## config.mk

```make
export PLATFORM = sky130hd
export DESIGN_NAME = met_ctrl
export DESIGN_NICKNAME = d
export VERILOG_FILES = /design/src/met_pkg.sv /design/src/met_ctrl.sv
export SDC_FILE = /design/constraint.sdc
export NUM_CORES = 1
export LEC_CHECK = 0
export BUFFER_PORTS_ARGS = -buffer_cell sky130_fd_sc_hd__buf_2
export CORE_AREA = 5 5 42 44
export DETAILED_ROUTE_END_ITERATION = 6
export DIE_AREA = 0 0 47 49
export SLEW_MARGIN = 20
export SYNTH_ARGS = -nofsm -noshare
export SYNTH_HDL_FRONTEND = slang
export SYNTH_SLANG_ARGS = --single-unit
```

## constraint.sdc

```tcl
create_clock -name clk_i -period 2.2 [get_ports clk_i]
set_input_delay 0.33 -clock clk_i [delete_from_list [all_inputs] [get_ports clk_i]]
set_output_delay 0.33 -clock clk_i [all_outputs]
set_load 0.01 [all_outputs]
```

## src/met_pkg.sv

```systemverilog
`timescale 1ns / 1ps

package met_pkg;

  typedef struct packed {
    logic signed [31:0] c_real;
    logic signed [31:0] c_imag;
  } point_t;

  typedef struct packed {
    logic [15:0] iterations;
    logic        inside_res;
    logic [7:0]  red;
    logic [7:0]  green;
    logic [7:0]  blue;
  } result_t;

  typedef logic [15:0] cfg_word_t;

  typedef enum logic [1:0] {
    ST_IDLE,
    ST_MUL,
    ST_EVAL
  } state_e;

  // controller -> datapath
  typedef struct packed {
    logic load;
    logic mul;
    logic step;
    logic finish;
  } ctl_cmd_t;

  // datapath -> controller
  typedef struct packed {
    logic first;
    logic near_origin;
    logic escaped;
    logic at_limit;
  } dp_sts_t;

  localparam logic [31:0] MAX_ITER_RESET = 32'd10000;
  localparam logic [7:0]  RED_HIGH       = 8'd240;

endpackage

```

## src/met_ctrl.sv

```systemverilog
`timescale 1ns / 1ps

module met_ctrl (
  input  logic              clk_i,
  input  logic              rst_ni,
  input  logic              in_valid_i,
  output logic              in_ready_o,
  input  logic              out_ready_i,
  output logic              out_valid_o,
  input  met_pkg::dp_sts_t  sts_i,
  output met_pkg::ctl_cmd_t cmd_o
);

  met_pkg::state_e state_q, state_d;
  logic out_valid_q, out_valid_d;
  logic done, out_free;

  assign done     = (sts_i.first & sts_i.near_origin) | sts_i.at_limit | sts_i.escaped;
  assign out_free = !out_valid_q || out_ready_i;

  always_comb begin
    state_d = state_q;
    unique case (state_q)
      met_pkg::ST_IDLE: begin
        if (in_valid_i) state_d = met_pkg::ST_MUL;
      end
      met_pkg::ST_MUL: begin
        state_d = met_pkg::ST_EVAL;
      end
      met_pkg::ST_EVAL: begin
        if (!done) state_d = met_pkg::ST_MUL;
        else if (out_free) state_d = met_pkg::ST_IDLE;
      end
      default: state_d = met_pkg::ST_IDLE;
    endcase
  end

  always_comb begin
    cmd_o      = '0;
    in_ready_o = 1'b0;
    unique case (state_q)
      met_pkg::ST_IDLE: begin
        in_ready_o = 1'b1;
        cmd_o.load = in_valid_i;
      end
      met_pkg::ST_MUL: begin
        cmd_o.mul = 1'b1;
      end
      met_pkg::ST_EVAL: begin
        cmd_o.step   = !done;
        cmd_o.finish = done && out_free;
      end
      default: ;
    endcase
  end

  always_comb begin
    out_valid_d = out_valid_q;
    if (out_ready_i) out_valid_d = 1'b0;
    if (cmd_o.finish) out_valid_d = 1'b1;
  end

  assign out_valid_o = out_valid_q;

  always_ff @(posedge clk_i or negedge rst_ni) begin
    if (!rst_ni) begin
      state_q     <= met_pkg::ST_IDLE;
      out_valid_q <= 1'b0;
    end else begin
      state_q     <= state_d;
      out_valid_q <= out_valid_d;
    end
  end

  a_finish_shows: assert property (@(posedge clk_i) disable iff (!rst_ni)
    cmd_o.finish |=> out_valid_q)
    else $error("finished item not presented");

  a_mul_then_eval: assert property (@(posedge clk_i) disable iff (!rst_ni)
    state_q == met_pkg::ST_MUL |=> state_q == met_pkg::ST_EVAL)
    else $error("multiply cycle not followed by evaluate");

  a_step_xor_finish: assert property (@(posedge clk_i) disable iff (!rst_ni)
    !(cmd_o.step && cmd_o.finish))
    else $error("step and finish together");

  a_accept_starts: assert property (@(posedge clk_i) disable iff (!rst_ni)
    in_valid_i && in_ready_o |=> state_q == met_pkg::ST_MUL)
    else $error("accepted item did not start");

endmodule

```

==> flow_summary.toml, run 1 <==
[worst_setup_path]
critical_path.max_fanout = 5
endpoint_kind = "primary output"
crit_required_ns = 1.87
path_class = "reg -> out"
arrival_ns = 1.13
critPathLaunchType = "flop"

[floorplan]
start_util_pct = 14.11
core_area_um2 = 1401
die_area_um2 = 2303
pin_count = 14
fp.dieH_um = 49
fp.dieW_um = 47
row_count = 14

[synthesis]
ys_ff_latch = 3
ys_top_cells_by_area = "dfrtp_1, buf_4, nand2b_4"
yosys.area.top_type = "dfrtp_1"
netlist_area_um2 = 197.7
synth_xor_area_share_pct = 0
synth_compound_area_share_pct = 25.32
syn_inst = 18
ys_seq_area_share_pct = 37.97
synth_top_family_by_area = "simple AND/OR/NAND/NOR gates"
synthAdderAreaFrac_pct = 0
synthDistinctLibCells = 13
synthMuxAreaShare_pct = 0
yosysWarnings = 0
avgSynthCellArea_um2 = 10.98
synth.top_cell.area_share_pct = 37.97
syn_nets = 26
synth-simple-area-share_pct = 27.22

[pwr]
p_leak_nw = 0.1558
vdd_drop_max_mv = 0.2373
p_per_area_nw_per_um2 = 1234

[place]
place_congestion = 0.6478
port_buffers = 13
place_ws_ns = 0.8876
dp_hpwl_um = 428

[clocking]
cts_tree = "yes"
cts-root-buf = "clkbuf_4"
cts.sinks = 3
ctsHtreeMaxLevel = 1
cts_setup_buffers = 0
path_clk_slew_ns = 0.04
cts_buffer_depth = 2
clkLatencyLatePin_ns = 0.23
cts_buffers = 3

[routing]
routed_via_density = 3.620
wl_per_cell_um = 10.26
dr_total_vias = 181
routed_wl_um = 513
drc = 0
final_antenna_net_count = 0
dr.pass1.iters = 1
drtIter0Drc = 0

[grt]
overflow = 0
grt_pass1_wl_um = 855
antenna_found_initial = 0
gr-usage-all-layers_pct = 5.712
grt_max_degree = 6
grt_pass1_vias = 200

[timing]
min_period_ns = 1.464
fin_ws_ns = 0.7358
finalMaxSlewViolations = 0
skew_ns = 0.001620
slew_headroom_pct = 81.61
tns_ns = 0
max_freq_mhz = 683.0
grt_setup_unrepaired = "no"
fin_hold_ws_ns = 0.4250
setup_viol = 0
fin_crit_sh_pct = 66.56
worst_pin_slew_ns = 0.2753
hold_violations = 0

[final_layout]
nNetsFinal = 43
final_cell_mix = "buf_2, clkbuf_4, dfrtp_1, nor2_1, nand2b_1"
diodes = 0
areaGrowthSynthToFinish_pct = 53.80
final_layout_size_suffix_gt1_share_pct = 61.76
layout_commonest_cell = "buf_2"

[job]
cap_violations = 0

[worst_hold_path]
hp-class = "in -> async"

[run_status]
status = "completed"
power breakdown:
part,total (mW),internal [mW],leakage (nW),switching (mW)
logic,0.170,0.0830,0.102,0.0866
clock network,0.0968,0.0680,0.0150,0.0288
registers,0.109,0.0819,0.0386,0.0269
total,0.375,0.233,0.156,0.142
area by class of cell:
| class | instances | area [um2] |
|---|---|---|
| Multi-Input combinational cell | 12 | 103.9 |
| Tap cell | 16 | 20.02 |
| Fill cell | 166 | 1097 |
| Timing Repair Buffer | 14 | 75.07 |
| Inverter | 1 | 3.754 |
| Sequential cell | 3 | 75.07 |
| Clock buffer | 4 | 26.28 |
timing repair:
| action | CTS | global route |
|---|---|---|
| hold buffers | 1 | 0 |
| hold endpoints to repair | 3 | 0 |
| gates resized for setup | 0 | 0 |
critical path: stages (launching register included):
cell      delay, ns
dfrtp_1        0.41
nand2b_4       0.18
nor3b_1        0.16
buf_2          0.15
sequential cells by signal, summed over array words and instances (netlist names):
| register | cells |
|---|---|
| out_valid_o | 1 |
| state_q | 2 |
routing by layer:
metal / GRT usage [%] / vias up / routed length, um
met5: 0 / - / 0
met4: 6.912 / 0 / 14
met3: 3.321 / 2 / 91
met2: 6.561 / 14 / 199
met1: 6.181 / 72 / 208
li1: - / 93 / -
cells by family after synthesis:
kind of cell / count (synthesis)
simple gates: 7
flops: 3
buf+inv: 3
compound gates: 5
final timing paths:
check	from	end	slack (ns)	cells after the start
worst max-delay path	state_q[0]	cmd_o[0]	0.74	3
worst min-delay path	rst_ni	out_valid_o	0.43	2
worst max register to register	state_q[0]	state_q[1]	1.32	2
worst min register to register	out_valid_o	out_valid_o	0.55	2
max in group asynchronous	rst_ni	state_q[0]	1.66	2
min in group clk_i	sts_i[0]	out_valid_o	0.43	3
synthesized netlist by cell type:
master and instances:
dfrtp_1 3, buf_4 2, nand2b_1 2, nor2_1 2
a211o_1 1, a211oi_2 1, inv_1 1, nand2b_4 1
nor3b_1 1, nor3b_2 1, o21ai_0 1, o21bai_2 1
o31ai_2 1
per-stage QoR:
stage / cells / power, mW / cell area (um2) / util, %
2_1_floorplan: 18 / 0.2337 / 197.7 / -
6_report: 50 / 0.3751 / 304.0 / 21.70
5_1_grt: 50 / 0.4096 / 304.0 / 21.70
3_3_place_gp: 45 / 0.2792 / 267.8 / 19.11
4_1_cts: 50 / 0.3842 / 304.0 / 21.70
3_5_place_dp: 45 / 0.2817 / 267.8 / 19.11
Note: power is estimated with default switching activity, not from simulation.
==> run 2: changes to the inputs <==
Clock period 2.2 ns to 1.4 ns, I/O delays scaled along.
==> run 2 against run 1 <==
Against the previous run:
- clock skew barely moved
- global-route usage fell by 0.77 points
- worst hold slack got worse by 0.13 ns
- design area rose by 1.6%
- flip-flop and latch count did not move
- register-to-register slack got worse by 0.80 ns
- sequential share of layout area fell by 0.40 points
- sequential power rose by 57%
- critical path depth did not move
- utilization rose by 0.36 points
- non-clock buffer count did not move
- clock-buffer cell count did not move
- largest cell class unchanged
==> flow_summary.toml, run 2 (synthesis results as in run 1) <==
[grt]
grt_pass1_vias = 177
antenna_found_initial = 0
gr-usage-all-layers_pct = 4.944
grt_pass1_wl_um = 710
overflow = 0
grt_max_degree = 6

[pwr]
vdd_drop_max_mv = 0.4270
p_int_mw = 0.3692
pwr-share-seq_pct = 29.1
switching_share_pct = 37.31
p_per_area_nw_per_um2 = 1906
p_sw_mw = 0.2197
pwr-share-clk_pct = 25.4
p_comb_share_pct = 45.5
p_leak_nw = 0.1583

[worst_setup_path]
critical_path.max_fanout = 5
endpoint_kind = "primary output"
crit_family = "flip-flops"
critPathSlowestCell = "dfrtp_1"
arrival_ns = 1.11
critPathLaunchType = "flop"
slowest_delay_ns = 0.40
path_class = "reg -> out"
crit_chain = "nand2b_4 > nor3b_2 > buf_2"
crit_buf_inv = 1
crit_required_ns = 1.19

[clocking]
path_clk_slew_ns = 0.04
cts.sinks = 3
cts_tree = "yes"
cts_buffers = 3
cts-root-buf = "clkbuf_4"
clkLatencyLatePin_ns = 0.23
cts_setup_buffers = 0
cts_buffer_depth = 2
ctsHtreeMaxLevel = 1

[place]
port_buffers = 13
place_congestion = 0.6651
dp_hpwl_um = 369.2
place_ws_ns = 0.3031

[timing]
finalMaxSlewViolations = 0
fin_crit_sh_pct = 94.40
skew_ns = 0.001261
worst_pin_slew_ns = 0.3034
max_freq_mhz = 756.6
slew_headroom_pct = 79.74
hold_violations = 0
grt_setup_unrepaired = "no"
min_period_ns = 1.322
setup_viol = 0
tns_ns = 0
fin_ws_ns = 0.07838

[floorplan]
row_count = 14
die_area_um2 = 2303
start_util_pct = 14.11
core_area_um2 = 1401
fp.dieW_um = 47
fp.dieH_um = 49
pin_count = 14

[routing]
dr_total_vias = 188
routed_via_density = 3.760
wl_per_cell_um = 8.900
drc = 0
routed_wl_um = 445
dr.pass1.iters = 2
final_antenna_net_count = 0
drtIter0Drc = 2

[job]
cap_violations = 0

[final_layout]
regMostFlops = "state_q"
largest_reg_flops = 2
final_cell_mix = "buf_2, clkbuf_4, dfrtp_1"
final_layout_size_suffix_gt1_share_pct = 64.71
layout_commonest_cell = "buf_2"
nNetsFinal = 43
diodes = 0
postLayoutCoreUtil_pct = 22.05
nFillCells = 165
areaGrowthSynthToFinish_pct = 56.33

[run_status]
status = "completed"

[worst_hold_path]
hp-class = "in -> reg"
-- run 2: worst paths after layout --
check,startpoint,to,slack (ns),cells after the start
max reg2reg,state_q[0],state_q[1],0.52,2
max,state_q[0],cmd_o[0],0.08,3
min,out_ready_i,state_q[1],0.30,3
min reg2reg,out_valid_o,out_valid_o,0.54,2
max in group asynchronous,rst_ni,state_q[0],0.99,2
min in group asynchronous,rst_ni,out_valid_o,0.31,2
-- run 2: routing by layer --
| metal | up-vias | global-route usage [%] | part of all wire [%] |
|---|---|---|---|
| met5 | - | 0 | 0 |
| met4 | 0 | 2.765 | 0 |
| met3 | 0 | 6.642 | 25 |
| met2 | 14 | 4.299 | 34 |
| met1 | 79 | 5.987 | 41 |
| li1 | 95 | - | - |
-- run 2: worst register-to-register path, stage by stage, from the launching register on --
cell,delay [ns]
dfrtp_1,0.40
nand2b_4,0.18
o31ai_2,0.21
-- run 2: timing repair --
| action | CTS | global route |
|---|---|---|
| hold endpoints to repair | 3 | 0 |
| setup endpoints to repair | 0 | 1 |
| hold buffers | 1 | 0 |
| resized for setup | 0 | 1 |
-- run 2: power by group through the flow --
stage               logic, mW  clock network [mW]  registers [mW]
floorplan               0.191                   0           0.176
global placement        0.263                   0           0.173
detailed placement      0.264                   0           0.172
CTS                     0.268               0.157           0.172
global route            0.301               0.167           0.177
finish                  0.268               0.150           0.171
-- run 2: final cells by class --
cell class / count / area, um2 / share of cell area, %
Inverter: 1 / 3.754 / 1.215
Tap cell: 16 / 20.02 / 6.478
Timing Repair Buffer: 14 / 75.07 / 24.29
Multi-Input combinational cell: 12 / 108.9 / 35.22
Clock buffer: 4 / 26.28 / 8.502
Sequential cell: 3 / 75.07 / 24.29
-- run 2: through the flow --
stage | power, mW | hold WS [ns] | instances | cell area [um2]
CTS | 0.5962 | 0.2994 | 50 | 304.0
global placement | 0.4368 | 0.008730 | 45 | 267.8
global route | 0.6447 | 0.3215 | 50 | 309.0
detailed placement | 0.4364 | 0.008869 | 45 | 267.8
finish | 0.5889 | 0.2972 | 50 | 309.0
floorplan | 0.3673 | -0.08559 | 18 | 197.7
==> run 3: changes to the inputs <==
Settings changed: REMOVE_ABC_BUFFERS set to 1.
==> run 3 against run 2 <==
Against the previous run:
- flip-flop and latch count did not move
- register-to-register slack lost 0.13 ns
- routed wire length up 12%
- utilization up 1.1 points
- sequential power about the same
- global-route usage rose by 0.77 points
==> flow_summary.toml, run 3 (synthesis results as in run 1) <==
[timing]
worst_pin_slew_ns = 0.3087
finalMaxSlewViolations = 0
min_period_ns = 1.308
fin_crit_sh_pct = 93.39
setup_viol = 0
fin_ws_ns = 0.09248
fin_hold_ws_ns = 0.3069
tns_ns = 0
grt_setup_unrepaired = "yes"
hold_violations = 0
skew_ns = 0.001172
slew_headroom_pct = 79.38
max_freq_mhz = 764.8

[final_layout]
final_cell_mix = "buf_2, clkbuf_4, dfrtp_1"
regMostFlops = "state_q"
multi_input_area_um2 = 108.9
stdcell_count = 52
areaGrowthSynthToFinish_pct = 63.92
largest_reg_flops = 2
final_layout_size_suffix_gt1_share_pct = 66.67
nFillCells = 167
layout_commonest_cell = "buf_2"
stdcell_area_um2 = 324.1
postLayoutCoreUtil_pct = 23.13
nNetsFinal = 45
seqCellArea_um2 = 75.07
diodes = 0

[grt]
gr-usage-all-layers_pct = 5.716
grt_pass1_wl_um = 814
antenna_found_initial = 0
grt_max_degree = 6
grt_pass1_vias = 208
overflow = 0

[pwr]
p_leak_nw = 0.1670
vdd_drop_max_mv = 0.4968
finalPower_mw = 0.6305
p_per_area_nw_per_um2 = 1946

[floorplan]
fp.dieH_um = 49
pin_count = 14
core_area_um2 = 1401
start_util_pct = 14.11
die_area_um2 = 2303
row_count = 14
fp.dieW_um = 47

[worst_setup_path]
crit_required_ns = 1.19
crit_family = "flip-flops"
r2r.worst_path.cells = 3
critPathLaunchType = "flop"
endpoint_kind = "primary output"
crit_buf_inv = 1
crit_chain = "nand2b_4 > nor3b_2 > buf_2"
r2r_slack_ns = 0.39
critPathSlowestCell = "dfrtp_1"
r2r_start = "state_q[0]"
path_class = "reg -> out"
slowest_delay_ns = 0.40
rr_endpoint = "state_q[1]"
critical_path.max_fanout = 5
arrival_ns = 1.10

[routing]
routed_wl_um = 498
wl_per_cell_um = 9.577
dr.pass1.iters = 1
routed_via_density = 3.577
dr_total_vias = 186
final_antenna_net_count = 0
drtIter0Drc = 0
drc = 0

[place]
post_dp_cell_area_um2 = 267.8
placed_cells = 45
port_buffers = 13
place_ws_ns = 0.2968
dp_hpwl_um = 386.3
place_congestion = 0.6621

[worst_hold_path]
hp-class = "in -> async"

[clocking]
cts.sinks = 3
clkLatencyLatePin_ns = 0.23
path_clk_slew_ns = 0.04
cts-root-buf = "clkbuf_4"
cts_buffer_depth = 2
cts_buffers = 3
ctsHtreeMaxLevel = 1
cts_tree = "yes"

[run_status]
status = "completed"

[job]
cap_violations = 0
## run 3: how the worst max path moves through the flow
stage | cells after the start | start | end | slack [ns]
floorplan | 2 | state_q[0] | cmd_o[0] | 0.31
global placement | 4 | sts_i[3] | cmd_o[1] | 0.29
detailed placement | 3 | state_q[0] | cmd_o[0] | 0.30
CTS | 3 | state_q[0] | cmd_o[0] | 0.03
global route | 3 | state_q[0] | cmd_o[0] | -0.007
finish | 3 | state_q[0] | cmd_o[0] | 0.09
## run 3: power by group
| group | total [mW] | switching (mW) | internal [mW] | leakage [nW] |
|---|---|---|---|---|
| sequential | 0.172 | 0.0431 | 0.129 | 0.0386 |
| combinational | 0.306 | 0.142 | 0.164 | 0.113 |
| clock | 0.152 | 0.0456 | 0.107 | 0.0150 |
| total | 0.631 | 0.231 | 0.400 | 0.167 |
## run 3: area by class of cell
class                      count  area share (%)
clock buffer                   4           8.108
tap                           16           6.178
inverter                       1           1.158
timing repair buffer          16           27.80
sequential                     3           23.17
multi-input combinational     12           33.59
## run 3: per-layer routing
layer	global-route usage, %	up-vias	part of all wire [%]
met5	0	-	0
met4	6.912	0	0
met3	4.797	0	17
met2	5.656	12	39
met1	6.195	78	43
li1	-	96	-
## run 3: repair_timing
item	4_1_cts	5_1_grt
buffers inserted	0	2
endpoints found under the hold margin	3	0
endpoints found under the setup margin	0	1
resized for setup	0	1
hold buffers	1	0
